[config.mk]
export PLATFORM = sky130hd
export DESIGN_NAME = crowa_ram
export DESIGN_NICKNAME = d
export VERILOG_FILES = /design/src/hdl/crowa_ram.sv
export SDC_FILE = /design/constraint.sdc
export NUM_CORES = 1
export LEC_CHECK = 0
export BUFFER_PORTS_ARGS = -buffer_cell sky130_fd_sc_hd__buf_2
export CAP_MARGIN = 10
export CELL_PAD_IN_SITES_DETAIL_PLACEMENT = 1
export CELL_PAD_IN_SITES_GLOBAL_PLACEMENT = 1
export CORE_ASPECT_RATIO = 0.9
export CORE_UTILIZATION = 35
export CTS_BUF_LIST = sky130_fd_sc_hd__clkbuf_8
export DETAILED_ROUTE_END_ITERATION = 7
export MAX_ROUTING_LAYER = met4
export PLACE_DENSITY = 0.6
export RECOVER_POWER = 25
export SYNTH_ARGS = -nofsm -noshare
export SYNTH_HDL_FRONTEND = slang
export SYNTH_SLANG_ARGS = --single-unit
[constraint.sdc]
create_clock -name i_clk -period 4.9 [get_ports i_clk]
set_clock_uncertainty 0.1 [all_clocks]
set_input_delay 0.98 -clock i_clk [delete_from_list [all_inputs] [get_ports i_clk]]
set_output_delay 0.98 -clock i_clk [all_outputs]
set_load 0.02 [all_outputs]
[src/hdl/crowa_ram.sv]
// ----------------------------------------------------------------------------
// crowa_ram
// Generic single write port, single read port RAM with registered read.
// ----------------------------------------------------------------------------
`default_nettype none
module crowa_ram #(
    parameter int WIDTH = 8,
    parameter int DEPTH = 16
) (
    input  wire logic                     i_clk,
    input  wire logic                     i_we,
    input  wire logic [$clog2(DEPTH)-1:0] i_waddr,
    input  wire logic [WIDTH-1:0]         i_wdata,
    input  wire logic [$clog2(DEPTH)-1:0] i_raddr,
    output logic      [WIDTH-1:0]         o_rdata
);
    logic [WIDTH-1:0] r_mem [DEPTH];

    always_ff @(posedge i_clk) begin
        if (i_we) begin
            r_mem[i_waddr] <= i_wdata;
        end
        o_rdata <= r_mem[i_raddr];
    end
endmodule
`default_nettype wire

# ---- Word level (Yosys, flattened, before mapping)
# Memory sizes are Yosys's and may differ from the RTL's. A register that Yosys moved wholly into a read port is not among the register bits.
# Index checks and enable logic that the tools add are counted.
dict set report word_totals {
  reg_bits 0
  mem_bits_rw 128
  out_inout_bits 8
  wordCells 3
  n_memories 1
}
dict set report classes {
  n_mux 2
}
# memory depth word_bits read_ports rd_ports_with_merged_regs write_ports line
set memory_table {}
lappend memory_table {r_mem 16 8 1 1 1 17} ;# logic [WIDTH-1:0] r_mem [DEPTH];
# cell count
set op_table {}
lappend op_table {{$mux W1} 2}

# ---- Logic depth before layout (Yosys ltp)
dict set report logic_depth {
  depth_word 2
  mapped_depth 5
}

# ---- Worst setup path before layout
# No wires, ideal clock.
dict set report synth_timing {
  path_kind {input-to-reg}
  from {input i_waddr[2]}
  to {memory r_mem[0][0], enable pin}
  setup_time_ns 0.383
  arrival_ns 2.090
  required_time_ns 4.417
  setup_slack_ns 2.327
  stages 2
  cell_sequence {or3b_2 -> nor3_1}
}
# element line
set synth_rtl {}
lappend synth_rtl {{from (decl)} 12} ;# input wire logic [$clog2(DEPTH)-1:0] i_waddr,
lappend synth_rtl {{to (decl)} 17}
# No word-level cell before the write port.

==> out/qor.yml <==
placement:
  gp_congestion: 0.711
  placed_area_mm2: 0.00546
  port-buffer-count: 25
  hpwlAfterDp_mm: 6.48
cells_and_area:
  stdcell_area_mm2: 0.00583
  area_growth_pct: 13.3
  fill_cells: 1372
  nets: 284
  drive_above_1_share_pct: 24.0
min_path:
  hold_class: "reg2reg"
  min_path_cells: 3
setup_path:
  crit_end: "o_rdata[1]"
  path_max_fanout: 21
  rr_endpoint: "o_rdata[5]"
  cp-start-kind: "input pin"
  critPathCaptureType: "register"
  rr_worst_depth: 3
  critPathKind: "in2reg"
  cp.required_ns: 5.12
  arrival_ns: 2.80
  rrSetupSlack_ns: 3.42
  crit_start: "i_raddr[0]"
  regToRegStartpoint: "r_mem[0][5]"
logic_synthesis:
  yosys.area.top_type: "edfxtp_1"
  ys_ff_latch: 136
  ys_top_cells_by_count: "128 x edfxtp_1, 18 x mux4_2, 16 x a22oi_1"
  syn_avg_cell_area_um2: 22.5
  ys_types: 19
  synth.most_common_cell: "edfxtp_1"
  synth_ff_type: "edfxtp_1"
  synth_top_area_share_pct: 74.7
  synth_nets: 247
  synthArstFlopShare_pct: 0
  syn_area_mm2: 0.00515
  synth_edf_count: 128
  yosys_warnings: 0
  ys_seq_area_share_pct: 77.8
  synth_area_leaders: "edfxtp_1 75%, mux4_2 7.9%, mux4_1 7.1%"
  syn_inst: 229
clock_network:
  clock_sinks: 136
  cts_resized: 0
  clk_pin_slew_ns: 0.07
  cts_max_level: 4
  cts_tree: "yes"
  cts_root_buffer: "clkbuf_8"
  clock_path_buffers: 2
  ctsHoldBuffers: 0
  postCtsSetupRepairBufs: 0
  numCtsBuffers: 17
  clk_latency_ns: 0.43
routing:
  first_iter_violations: 138
  routedWlPerCell_um: 22.0
  dr.pass1.iters: 4
  ant_nets: 0
  wl_mm: 10.4
  vias_per_cell: 4.94
  drc: 0
  routed-via-count: 2337
sta:
  layout_min_cycle_time_ns: 2.59
  max-slew-margin-rel_pct: 35.5
  finalSetupTns_ns: 0
  tightest_slew_ns: 0.964
  slew_viol_final: 0
  finalCritPeriodShare_pct: 52.8
  hold_violations: 0
  rsz0062_at_grt: "no"
  max_clock_freq_mhz: 387
  finalSetupViolCount: 0
die:
  ioPinCount: 26
  die_area_mm2: 0.0152
  dieWidth_um: 130
  core_area_mm2: 0.0142
  num_rows: 41
  start_util_pct: 36.2
  die_h_um: 117
global_routing:
  track_usage_pct: 15.8
  grt_max_degree: 33
  grt-ovfl-total: 0
  grt_pass1_wl_mm: 15.5
  grt_pass1_vias: 2484
  antenna_found_initial: 1
outcome:
  outcome: "finished clean"
pwr:
  worst_ir_drop_vdd_mv: 0.154
  leakage_uw: 0.00190
  total_power_uw: 2310
  powerDensity_mw_per_mm2: 396
flow_run:
  cap_violations: 0
## worst max-delay path, cell delays in order
cell     delay (ns)
buf_2          0.54
buf_4          0.37
mux4_1         0.57
a22oi_1        0.25
nand2_1        0.08
## per-layer routing
| layer | routed length, um | track usage (%) | share of wire [%] | vias up |
|---|---|---|---|---|
| met5 | 0 | - | 0 | - |
| met4 | 62 | 4.65 | 0.60 | 0 |
| met3 | 532 | 5.77 | 5.1 | 7 |
| met2 | 5210 | 24.4 | 50 | 58 |
| met1 | 4600 | 19.5 | 44 | 1223 |
| li1 | - | - | - | 1049 |
## state kept, by name, summed over array words and instances, names as in the netlist
register	cells
r_mem	128
o_rdata	8
## report_power, final
group          switching [uW]  internal, uW  total (uW)
Sequential               7.22          1300        1310
Clock                     396           486         882
Combinational            76.1          46.2         122
## final cells by class
cell class | instances | area (um2) | area share, %
diodes | 1 | 2.50 | 0.0429
clock buffers | 17 | 234 | 4.01
clock inverters | 15 | 144 | 2.47
multi-input cells | 83 | 1070 | 18.3
flip-flops and latches | 136 | 4000 | 68.7
well taps | 193 | 241 | 4.14
repair buffers | 28 | 139 | 2.38
## metrics by stage
step / cells / hold WS (ns) / setup WS [ns] / util [%]
after floorplan: 229 / 0.529 / 2.33 / -
after detailed placement: 440 / 0.557 / 1.78 / 38.4
after global routing: 473 / 0.604 / 2.16 / 41.0
final: 473 / 0.569 / 2.31 / 41.0
after CTS: 472 / 0.573 / 2.25 / 41.1
after global placement: 440 / 0.552 / 1.79 / 38.4
## kinds of logic (layout without fill, tap and decap cells)
family	count (synthesis)	after routing	share of synthesized area, %
buffers and inverters	10	60	1.68
other	0	1	0
flip-flops	136	136	77.8
multiplexers	32	32	15.0
AO/OA/AOI/OAI	16	16	2.33
AND/OR/NAND/NOR	35	35	3.18
## worst min path at each step
stage | to | slack [ns] | start
3_5_place_dp | o_rdata[2] | 0.56 | r_mem[12][2]
3_3_place_gp | o_rdata[6] | 0.55 | r_mem[14][6]
4_1_cts | o_rdata[2] | 0.57 | r_mem[15][2]
6_report | o_rdata[2] | 0.57 | r_mem[15][2]
5_1_grt | o_rdata[6] | 0.60 | r_mem[14][6]
2_1_floorplan | o_rdata[0] | 0.53 | r_mem[7][0]
## cells in the final DEF (no fill, tap or decap)
cell type,count
a22oi_1,16
and2_1,1
and2b_1,1
buf_2,18
buf_4,3
bufinv_16,3
clkbuf_1,7
clkbuf_8,17
clkinv_1,4
clkinv_2,4
clkinvlp_4,1
dfxtp_1,8
diode_2,1
edfxtp_1,128
inv_1,3
mux4_1,14
mux4_2,18
nand2_1,9
nand2b_1,2
nand3_1,1
nand3b_1,2
nor2_1,13
nor2b_1,1
nor3_1,2
nor3_2,2
or3b_2,1
No activity file was read; power rests on OpenSTA's default activity.
